**config.mk**
```make
export PLATFORM = sky130hd
export DESIGN_NAME = bpe_pretokenizer_chunk_marker
export DESIGN_NICKNAME = d
export VERILOG_FILES = /design/src/sv/bpe_ptk_pkg.sv /design/src/sv/bpe_ptk_classify.sv /design/src/sv/bpe_pretokenizer_chunk_marker.sv
export SDC_FILE = /design/constraint.sdc
export NUM_CORES = 1
export LEC_CHECK = 0
export BUFFER_PORTS_ARGS = -buffer_cell sky130_fd_sc_hd__buf_2
export CAP_MARGIN = 20
export CORE_MARGIN = 4
export CORE_UTILIZATION = 59
export CTS_CLUSTER_SIZE = 40
export DETAILED_ROUTE_END_ITERATION = 8
export HOLD_SLACK_MARGIN = 0.1
export PLACE_DENSITY = 0.85
export SYNTH_ARGS = -nofsm -noshare
export SYNTH_HDL_FRONTEND = slang
export SYNTH_SLANG_ARGS = --single-unit
export TNS_END_PERCENT = 20
```
**constraint.sdc**
```tcl
create_clock -name aclk -period 3.2 [get_ports aclk]
set_input_delay 0.16 -clock aclk [delete_from_list [all_inputs] [get_ports aclk]]
set_output_delay 0.16 -clock aclk [all_outputs]
set_load 0.02 [all_outputs]
```
**src/sv/bpe_ptk_pkg.sv**
```systemverilog
// ----------------------------------------------------------------------------
// bpe_ptk_pkg
// shared types and constants for the pre-tokenizer chunk marker
// ----------------------------------------------------------------------------
package bpe_ptk_pkg;

    // kind of the chunk a byte starts or continues
    typedef enum logic [2:0] {
        KIND_CONTRACTION = 3'd0,
        KIND_LETTERS     = 3'd1,
        KIND_DIGITS      = 3'd2,
        KIND_NEWLINES    = 3'd3,
        KIND_SPACES      = 3'd4,
        KIND_PUNCT       = 3'd5
    } chunk_kind_t;

    // open chunk: kind, sub-phase, contraction bytes left or digits taken
    typedef struct packed {
        chunk_kind_t kind;
        logic        phase;
        logic [1:0]  run_count;
    } chunk_state_t;

    // outcome of classifying one byte
    typedef struct packed {
        logic         starts_chunk;
        chunk_state_t next_state;
    } class_result_t;

    localparam chunk_state_t CHUNK_IDLE = '{kind: KIND_CONTRACTION, phase: 1'b0,
                                            run_count: 2'd0};

    localparam logic [1:0] DIGIT_RUN_LIMIT = 2'd3;
    localparam logic [1:0] LOOKAHEAD_FULL  = 2'd2;

endpackage

```
**src/sv/bpe_ptk_classify.sv**
```systemverilog
// ----------------------------------------------------------------------------
// bpe_ptk_classify
// decides whether one byte opens a chunk, given the open chunk and lookahead
// ----------------------------------------------------------------------------
module bpe_ptk_classify #(
    parameter logic [1:0] DIGIT_LIMIT = bpe_ptk_pkg::DIGIT_RUN_LIMIT
) (
    input  logic [7:0]                  byte0,
    input  logic [1:0]                  avail,
    input  logic [7:0]                  byte1,
    input  logic [7:0]                  byte2,
    input  bpe_ptk_pkg::chunk_state_t   state_in,
    output bpe_ptk_pkg::class_result_t  result
);
    import bpe_ptk_pkg::*;

    localparam logic [7:0] APOSTROPHE = 8'h27;
    localparam logic [7:0] CASE_BIT   = 8'h20;
    localparam logic [7:0] CHAR_S     = 8'h73;
    localparam logic [7:0] CHAR_T     = 8'h74;
    localparam logic [7:0] CHAR_M     = 8'h6d;
    localparam logic [7:0] CHAR_D     = 8'h64;
    localparam logic [7:0] CHAR_R     = 8'h72;
    localparam logic [7:0] CHAR_E     = 8'h65;
    localparam logic [7:0] CHAR_V     = 8'h76;
    localparam logic [7:0] CHAR_L     = 8'h6c;

    function automatic logic is_letter(input logic [7:0] c);
        return (c >= 8'h61 && c <= 8'h7a) || (c >= 8'h41 && c <= 8'h5a);
    endfunction

    function automatic logic is_digit(input logic [7:0] c);
        return c >= 8'h30 && c <= 8'h39;
    endfunction

    function automatic logic is_nl(input logic [7:0] c);
        return c == 8'h0a || c == 8'h0d;
    endfunction

    function automatic logic is_ws(input logic [7:0] c);
        return c == 8'h20 || c == 8'h09 || c == 8'h0a || c == 8'h0d ||
               c == 8'h0c || c == 8'h0b;
    endfunction

    function automatic logic is_punct(input logic [7:0] c);
        return !is_letter(c) && !is_digit(c) && !is_ws(c);
    endfunction

    logic         cont;
    chunk_state_t cont_state;
    chunk_state_t open_state;
    logic [7:0]   low1;
    logic [7:0]   low2;

    // does the open chunk take this byte
    always_comb begin
        cont       = 1'b0;
        cont_state = state_in;
        unique case (state_in.kind)
            KIND_CONTRACTION: begin
                if (state_in.run_count != 2'd0) begin
                    cont                 = 1'b1;
                    cont_state.run_count = state_in.run_count - 2'd1;
                end
            end
            KIND_LETTERS: begin
                if (!state_in.phase && is_letter(byte0)) begin
                    cont = 1'b1;
                end else if (byte0[7]) begin
                    cont             = 1'b1;
                    cont_state.phase = 1'b1;
                end
            end
            KIND_DIGITS: begin
                if (is_digit(byte0) && state_in.run_count < DIGIT_LIMIT) begin
                    cont                 = 1'b1;
                    cont_state.run_count = state_in.run_count + 2'd1;
                end
            end
            KIND_NEWLINES: cont = is_nl(byte0);
            KIND_SPACES:   cont = is_ws(byte0) && !is_nl(byte0);
            KIND_PUNCT: begin
                if (!state_in.phase && is_punct(byte0)) begin
                    cont = 1'b1;
                end else if (is_nl(byte0)) begin
                    cont             = 1'b1;
                    cont_state.phase = 1'b1;
                end
            end
            default: cont = 1'b0;
        endcase
    end

    // priority order for a new chunk
    always_comb begin
        low1       = byte1 | CASE_BIT;
        low2       = byte2 | CASE_BIT;
        open_state = CHUNK_IDLE;
        priority if (byte0 == APOSTROPHE && avail != 2'd0 &&
                     (low1 == CHAR_S || low1 == CHAR_T || low1 == CHAR_M ||
                      low1 == CHAR_D)) begin
            open_state.kind      = KIND_CONTRACTION;
            open_state.run_count = 2'd1;
        end else if (byte0 == APOSTROPHE && avail == LOOKAHEAD_FULL &&
                     ((low1 == CHAR_R && low2 == CHAR_E) ||
                      (low1 == CHAR_V && low2 == CHAR_E) ||
                      (low1 == CHAR_L && low2 == CHAR_L))) begin
            open_state.kind      = KIND_CONTRACTION;
            open_state.run_count = 2'd2;
        end else if (is_letter(byte0) ||
                     (is_punct(byte0) && avail != 2'd0 && is_letter(byte1))) begin
            open_state.kind = KIND_LETTERS;
        end else if (is_digit(byte0)) begin
            open_state.kind      = KIND_DIGITS;
            open_state.run_count = 2'd1;
        end else if (is_nl(byte0)) begin
            open_state.kind = KIND_NEWLINES;
        end else if (is_ws(byte0)) begin
            open_state.kind = KIND_SPACES;
        end else begin
            open_state.kind = KIND_PUNCT;
        end
    end

    assign result.starts_chunk = !cont;
    assign result.next_state   = cont ? cont_state : open_state;

endmodule

```
**src/sv/bpe_pretokenizer_chunk_marker.sv**
```systemverilog
// ----------------------------------------------------------------------------
// bpe_pretokenizer_chunk_marker
// marks pre-tokenization chunk starts in a byte stream, two bytes of lookahead
// ----------------------------------------------------------------------------
// Text enters one byte per item on the s_ channel and leaves on the m_ channel
// two items later, with a chunk start flag and the chunk kind. The first two
// bytes of a text produce no result; every later byte produces one, so the
// block sustains one item per cycle while the receiver keeps up and no flush
// runs. Each byte passes the input register and the lookahead window, then the
// classifier into the result register. A byte flagged end_of_text flushes the
// held bytes: that item gives up to three results, one per cycle while the
// receiver keeps up, and the input side stalls while the flush runs. run_last
// marks the final result of each item, text_end the final byte of the text,
// after which all chunk state returns to its reset value.
// ----------------------------------------------------------------------------
module bpe_pretokenizer_chunk_marker #(
    // longest digit run kept in one chunk
    parameter logic [1:0] DIGIT_LIMIT = bpe_ptk_pkg::DIGIT_RUN_LIMIT
) (
    input  logic                       aclk,
    input  logic                       aresetn,
    input  logic                       s_valid,
    output logic                       s_ready,
    input  logic [7:0]                 s_byte_value,
    input  logic                       s_end_of_text,
    output logic                       m_valid,
    input  logic                       m_ready,
    output logic [7:0]                 m_out_byte,
    output logic                       m_starts_chunk,
    output bpe_ptk_pkg::chunk_kind_t   m_chunk_kind,
    output logic                       m_text_end,
    output logic                       m_run_last
);
    import bpe_ptk_pkg::*;

    // input register
    logic         in_valid_reg, in_valid_next;
    logic [7:0]   in_byte_reg,  in_byte_next;
    logic         in_eot_reg,   in_eot_next;

    // lookahead window, plus a third slot used only while flushing
    logic [7:0]   hold0_reg, hold0_next;
    logic [7:0]   hold1_reg, hold1_next;
    logic [7:0]   hold2_reg, hold2_next;
    logic [1:0]   pend_reg,  pend_next;     // bytes held in normal flow
    logic [1:0]   flush_reg, flush_next;    // results left in a flush
    chunk_state_t chunk_reg, chunk_next;

    // result register
    logic         out_valid_reg, out_valid_next;
    logic [7:0]   out_byte_reg,  out_byte_next;
    logic         out_start_reg, out_start_next;
    chunk_kind_t  out_kind_reg,  out_kind_next;
    logic         out_end_reg,   out_end_next;
    logic         out_last_reg,  out_last_next;

    logic          out_free;
    logic          flushing;
    logic          flush_step;
    logic          normal_emit;
    logic          in_take;
    logic          flush_final;
    logic [7:0]    cls_byte2;
    logic [1:0]    cls_avail;
    class_result_t cls_result;

    assign out_free    = !out_valid_reg || m_ready;
    assign flushing    = flush_reg != 2'd0;
    assign flush_step  = flushing && out_free;
    assign flush_final = flush_reg == 2'd1;
    // full window: oldest byte leaves on a new byte once the result reg frees
    assign normal_emit = in_valid_reg && !flushing && !in_eot_reg &&
                         pend_reg == LOOKAHEAD_FULL && out_free;
    assign in_take     = in_valid_reg && !flushing &&
                         (in_eot_reg || pend_reg != LOOKAHEAD_FULL || out_free);
    assign s_ready     = !in_valid_reg || in_take;

    // in normal flow the incoming byte is the second lookahead byte
    assign cls_byte2 = flushing ? hold2_reg : in_byte_reg;
    assign cls_avail = flushing ? flush_reg - 2'd1 : LOOKAHEAD_FULL;

    bpe_ptk_classify #(
        .DIGIT_LIMIT (DIGIT_LIMIT)
    ) u_classify (
        .byte0    (hold0_reg),
        .avail    (cls_avail),
        .byte1    (hold1_reg),
        .byte2    (cls_byte2),
        .state_in (chunk_reg),
        .result   (cls_result)
    );

    always_comb begin
        in_valid_next  = in_valid_reg;
        in_byte_next   = in_byte_reg;
        in_eot_next    = in_eot_reg;
        hold0_next     = hold0_reg;
        hold1_next     = hold1_reg;
        hold2_next     = hold2_reg;
        pend_next      = pend_reg;
        flush_next     = flush_reg;
        chunk_next     = chunk_reg;
        out_valid_next = out_valid_reg && !m_ready;
        out_byte_next  = out_byte_reg;
        out_start_next = out_start_reg;
        out_kind_next  = out_kind_reg;
        out_end_next   = out_end_reg;
        out_last_next  = out_last_reg;

        // input register
        if (s_valid && s_ready) begin
            in_valid_next = 1'b1;
            in_byte_next  = s_byte_value;
            in_eot_next   = s_end_of_text;
        end else if (in_take) begin
            in_valid_next = 1'b0;
        end

        // one result per cycle into the result register, while it is free
        if (flush_step || normal_emit) begin
            out_valid_next = 1'b1;
            out_byte_next  = hold0_reg;
            out_start_next = cls_result.starts_chunk;
            out_kind_next  = cls_result.next_state.kind;
            out_end_next   = flushing && flush_final;
            out_last_next  = !flushing || flush_final;
            chunk_next     = cls_result.next_state;
            hold0_next     = hold1_reg;
        end

        if (flush_step) begin
            hold1_next = hold2_reg;
            flush_next = flush_reg - 2'd1;
            // text done, next byte opens a fresh text
            if (flush_final) begin
                chunk_next = CHUNK_IDLE;
            end
        end else if (normal_emit) begin
            hold1_next = in_byte_reg;
        end else if (in_take) begin
            // warm-up or end of text: park the byte in the next free slot
            unique case (pend_reg)
                2'd0:    hold0_next = in_byte_reg;
                2'd1:    hold1_next = in_byte_reg;
                default: hold2_next = in_byte_reg;
            endcase
            if (in_eot_reg) begin
                flush_next = pend_reg + 2'd1;
                pend_next  = 2'd0;
            end else begin
                pend_next  = pend_reg + 2'd1;
            end
        end
    end

    always_ff @(posedge aclk) begin
        if (!aresetn) begin
            in_valid_reg  <= 1'b0;
            pend_reg      <= 2'd0;
            flush_reg     <= 2'd0;
            chunk_reg     <= CHUNK_IDLE;
            out_valid_reg <= 1'b0;
        end else begin
            in_valid_reg  <= in_valid_next;
            pend_reg      <= pend_next;
            flush_reg     <= flush_next;
            chunk_reg     <= chunk_next;
            out_valid_reg <= out_valid_next;
        end
    end

    // payload, no reset
    always_ff @(posedge aclk) begin
        in_byte_reg   <= in_byte_next;
        in_eot_reg    <= in_eot_next;
        hold0_reg     <= hold0_next;
        hold1_reg     <= hold1_next;
        hold2_reg     <= hold2_next;
        out_byte_reg  <= out_byte_next;
        out_start_reg <= out_start_next;
        out_kind_reg  <= out_kind_next;
        out_end_reg   <= out_end_next;
        out_last_reg  <= out_last_next;
    end

    assign m_valid        = out_valid_reg;
    assign m_out_byte     = out_byte_reg;
    assign m_starts_chunk = out_start_reg;
    assign m_chunk_kind   = out_kind_reg;
    assign m_text_end     = out_end_reg;
    assign m_run_last     = out_last_reg;

endmodule

```
==> summary.txt <==
Setup path
  – CP max stage delay: 0.55 ns
  – Crit-path leading delay family: multiplexers
  – CP Class: flip-flop to flip-flop
  – Setup crit end kind: flip-flop
  – Worst Path Buf+Inv: 1
  – Crit-path slowest cell: or4b_4
  – Startpoint types: flip-flop
  – Critical-path cell list: inv_1, ha_1, mux2_2, or4b_4, a2111oi_4, nor3_2, mux2_4
  – WP data arrival: 2.87 ns
  – CP required: 3.29 ns
  – Crit-path max FO: 12

Clocking
  – CTS tree: yes
  – CTS sink count: 59
  – Maximum buffer depth of the clock tree: 2
  – Clock Tree Root: clkbuf_8
  – Cts repair resizes: 0
  – Worst-Skew Late Latency: 0.34 ns
  – CTS clock-pin slew for the worst setup and hold paths: 0.06 ns
  – H-tree Lvls: 3
  – CTS Buf Count: 9

STA
  – Worst-margin pin slew: 0.778 ns
  – Pins over their slew limit: 0
  – Hold violation count in the final report: 0
  – Crit share post-route: 0.866
  – Setup clock skew after layout: 0.00652 ns
  – Final setup fails: 0
  – Setup TNS Final: 0 ns
  – Max_slew headroom: 0.482
  – RSZ-0062 raised after global routing: no
  – Fmax: 361 MHz
  – Final min period: 2.77 ns

Min path
  – Worst Hold Class: primary input to flip-flop

Logic synthesis
  – Leading area contributor after synthesis: edfxtp_1
  – Syn Nets: 304
  – Top-count cell post-synth: edfxtp_1
  – Synth warn: 0
  – Share of the synthesized area in the top cell type: 0.383
  – Yosys cell types: 58
  – Gate Count Post-Synth: 282
  – Synth top cells by count: 39 x edfxtp_1, 34 x nand2_1, 20 x dfxtp_1, 18 x nor2_1, 15 x o21ai_0
  – Async SR Flop Fraction: 0
  – Mapped Avg Cell Area: 10.9 sq um
  – Synth Register Bits: 59
  – Mapped cell area: 3060 sq um
  – Register area share after synthesis: 0.513
  – Post-synth EDFFs: 39
  – Post-synth top flop: edfxtp_1
  – Area contributors post-synth: edfxtp_1 38%, dfxtp_1 13%, nand2_1 4.2%

Pwr
  – PD cells: 923 nW/um^2
  – Worst vdd ir: 0.526 mV
  – Leakage power: 0.00130 uW
  – Tot Pwr: 3230 uW

Finish
  – Fin util: 0.716
  – Proportion of layout cells with a drive suffix above 1: 0.217
  – Final nets: 341
  – Layout area overhead: 14.1%
  – Final Cell Area: 3490 sq um
  – # diodes: 0

Floorplanning
  – Core ar.: 4880 sq um
  – Starting Density: 0.627
  – DIE WIDTH: 80.0 um
  – Height of the die: 80.0 um
  – I/O pins: 29
  – Die area: 6400 sq um
  – Num rows: 25

Placed design
  – GP Congestion: 0.860
  – DP Area: 3240 sq um
  – HPWL after DPL: 4.36 mm
  – Port buffer count: 28

Drt
  – Drt first pass iters: 5
  – Final wirelength: 6.27 mm
  – Initial DRC count: 185
  – Antenna-violating nets left: 0
  – DRC Markers: 0
  – Via count: 2274
  – Drt via density: 5.83
  – Routed wire length per instance: 16.1 um

Global routing
  – Vias in the first global route: 2192
  – GRT Residual Overflow: 0
  – Initial antenna violation count: 0
  – Pin count of the biggest net entering global routing: 30
  – First-pass GRT wire length: 10.4 mm
  – Total Routing Usage GR: 0.215

Run status
  – Status: completed

Run
  – Max_cap viols: 0
routing by layer:
metal / vias up / share of wire / track usage / wire length [um]
li1: 1123 / - / - / -
met1: 1069 / 0.42 / 0.249 / 2620
met2: 67 / 0.51 / 0.375 / 3220
met3: 15 / 0.049 / 0.0576 / 306
met4: 0 / 0.020 / 0.0845 / 123
met5: - / 0 / 0 / 0
repair_timing:
item	4_1_cts	5_1_grt
hold endpoints to repair	10	0
hold buffers	10	0
setup buffers	0	0
through the flow:
step           instances  setup slack, ns  hold slack (ns)
4_1_cts              390            0.436            0.100
6_report             390            0.428            0.112
2_1_floorplan        282            0.770            0.259
3_3_place_gp         365            0.498            0.337
5_1_grt              390            0.295            0.118
3_5_place_dp         365            0.451            0.340
logic make-up (layout without fill, tap and decap cells):
group / Yosys count / after routing / share of synthesized area
simple gates: 107 / 107 / 0.193
compound gates: 59 / 59 / 0.143
flops: 59 / 59 / 0.513
buf+inv: 25 / 66 / 0.0331
mux: 23 / 23 / 0.0809
fa+ha+maj: 9 / 9 / 0.0368
final timing paths:
path / from / to / slack, ns / depth (start not counted)
setup / recovery: flush_reg[1]$_SDFFE_PN0P_ / m_chunk_kind[0]$_DFFE_PN_ / 0.43 / 7
hold / removal: aresetn / m_valid$_SDFF_PN0_ / 0.11 / 2
setup reg to reg: flush_reg[1]$_SDFFE_PN0P_ / m_chunk_kind[0]$_DFFE_PN_ / 0.43 / 7
hold reg to reg: in_byte_reg[5]$_DFFE_PP_ / hold2_reg[5]$_DFFE_PP_ / 0.50 / 0
power by group:
part,internal (uW),total (uW),leakage (uW),switching (uW)
logic,516,1250,0.000688,733
clock network,268,553,0.0000783,285
registers,1140,1420,0.000533,280
total,1930,3230,0.00130,1300
layout make-up:
type | instances | area [sq um]
flip-flops and latches | 59 | 1570
multi-input cells | 198 | 1390
fillers | 376 | 1390
repair buffers | 39 | 248
clock buffers | 9 | 124
well taps | 67 | 83.8
inverters | 12 | 45.0
clock inverters | 6 | 33.8
layout by cell type, fill, tap and decap left out, drive strengths merged, types with 3 or more instances in the layout:
master and count:
dfxtp 20, a211oi 4, nor2 18, clkbuf 9, o211ai 4, nand2b 3, clkinv 4, nor2b 10
nand3 4, dlygate4sd3 10, ha 9, nor3 6, buf 29, edfxtp 39, and3b 3, nand2 34
mux2 11, and2 3, a21oi 8, a22oi 3, mux2i 12, a31oi 5, inv 12, or2 4
nand4 4, o21ai 16
Power figures use the tool's default switching activity.
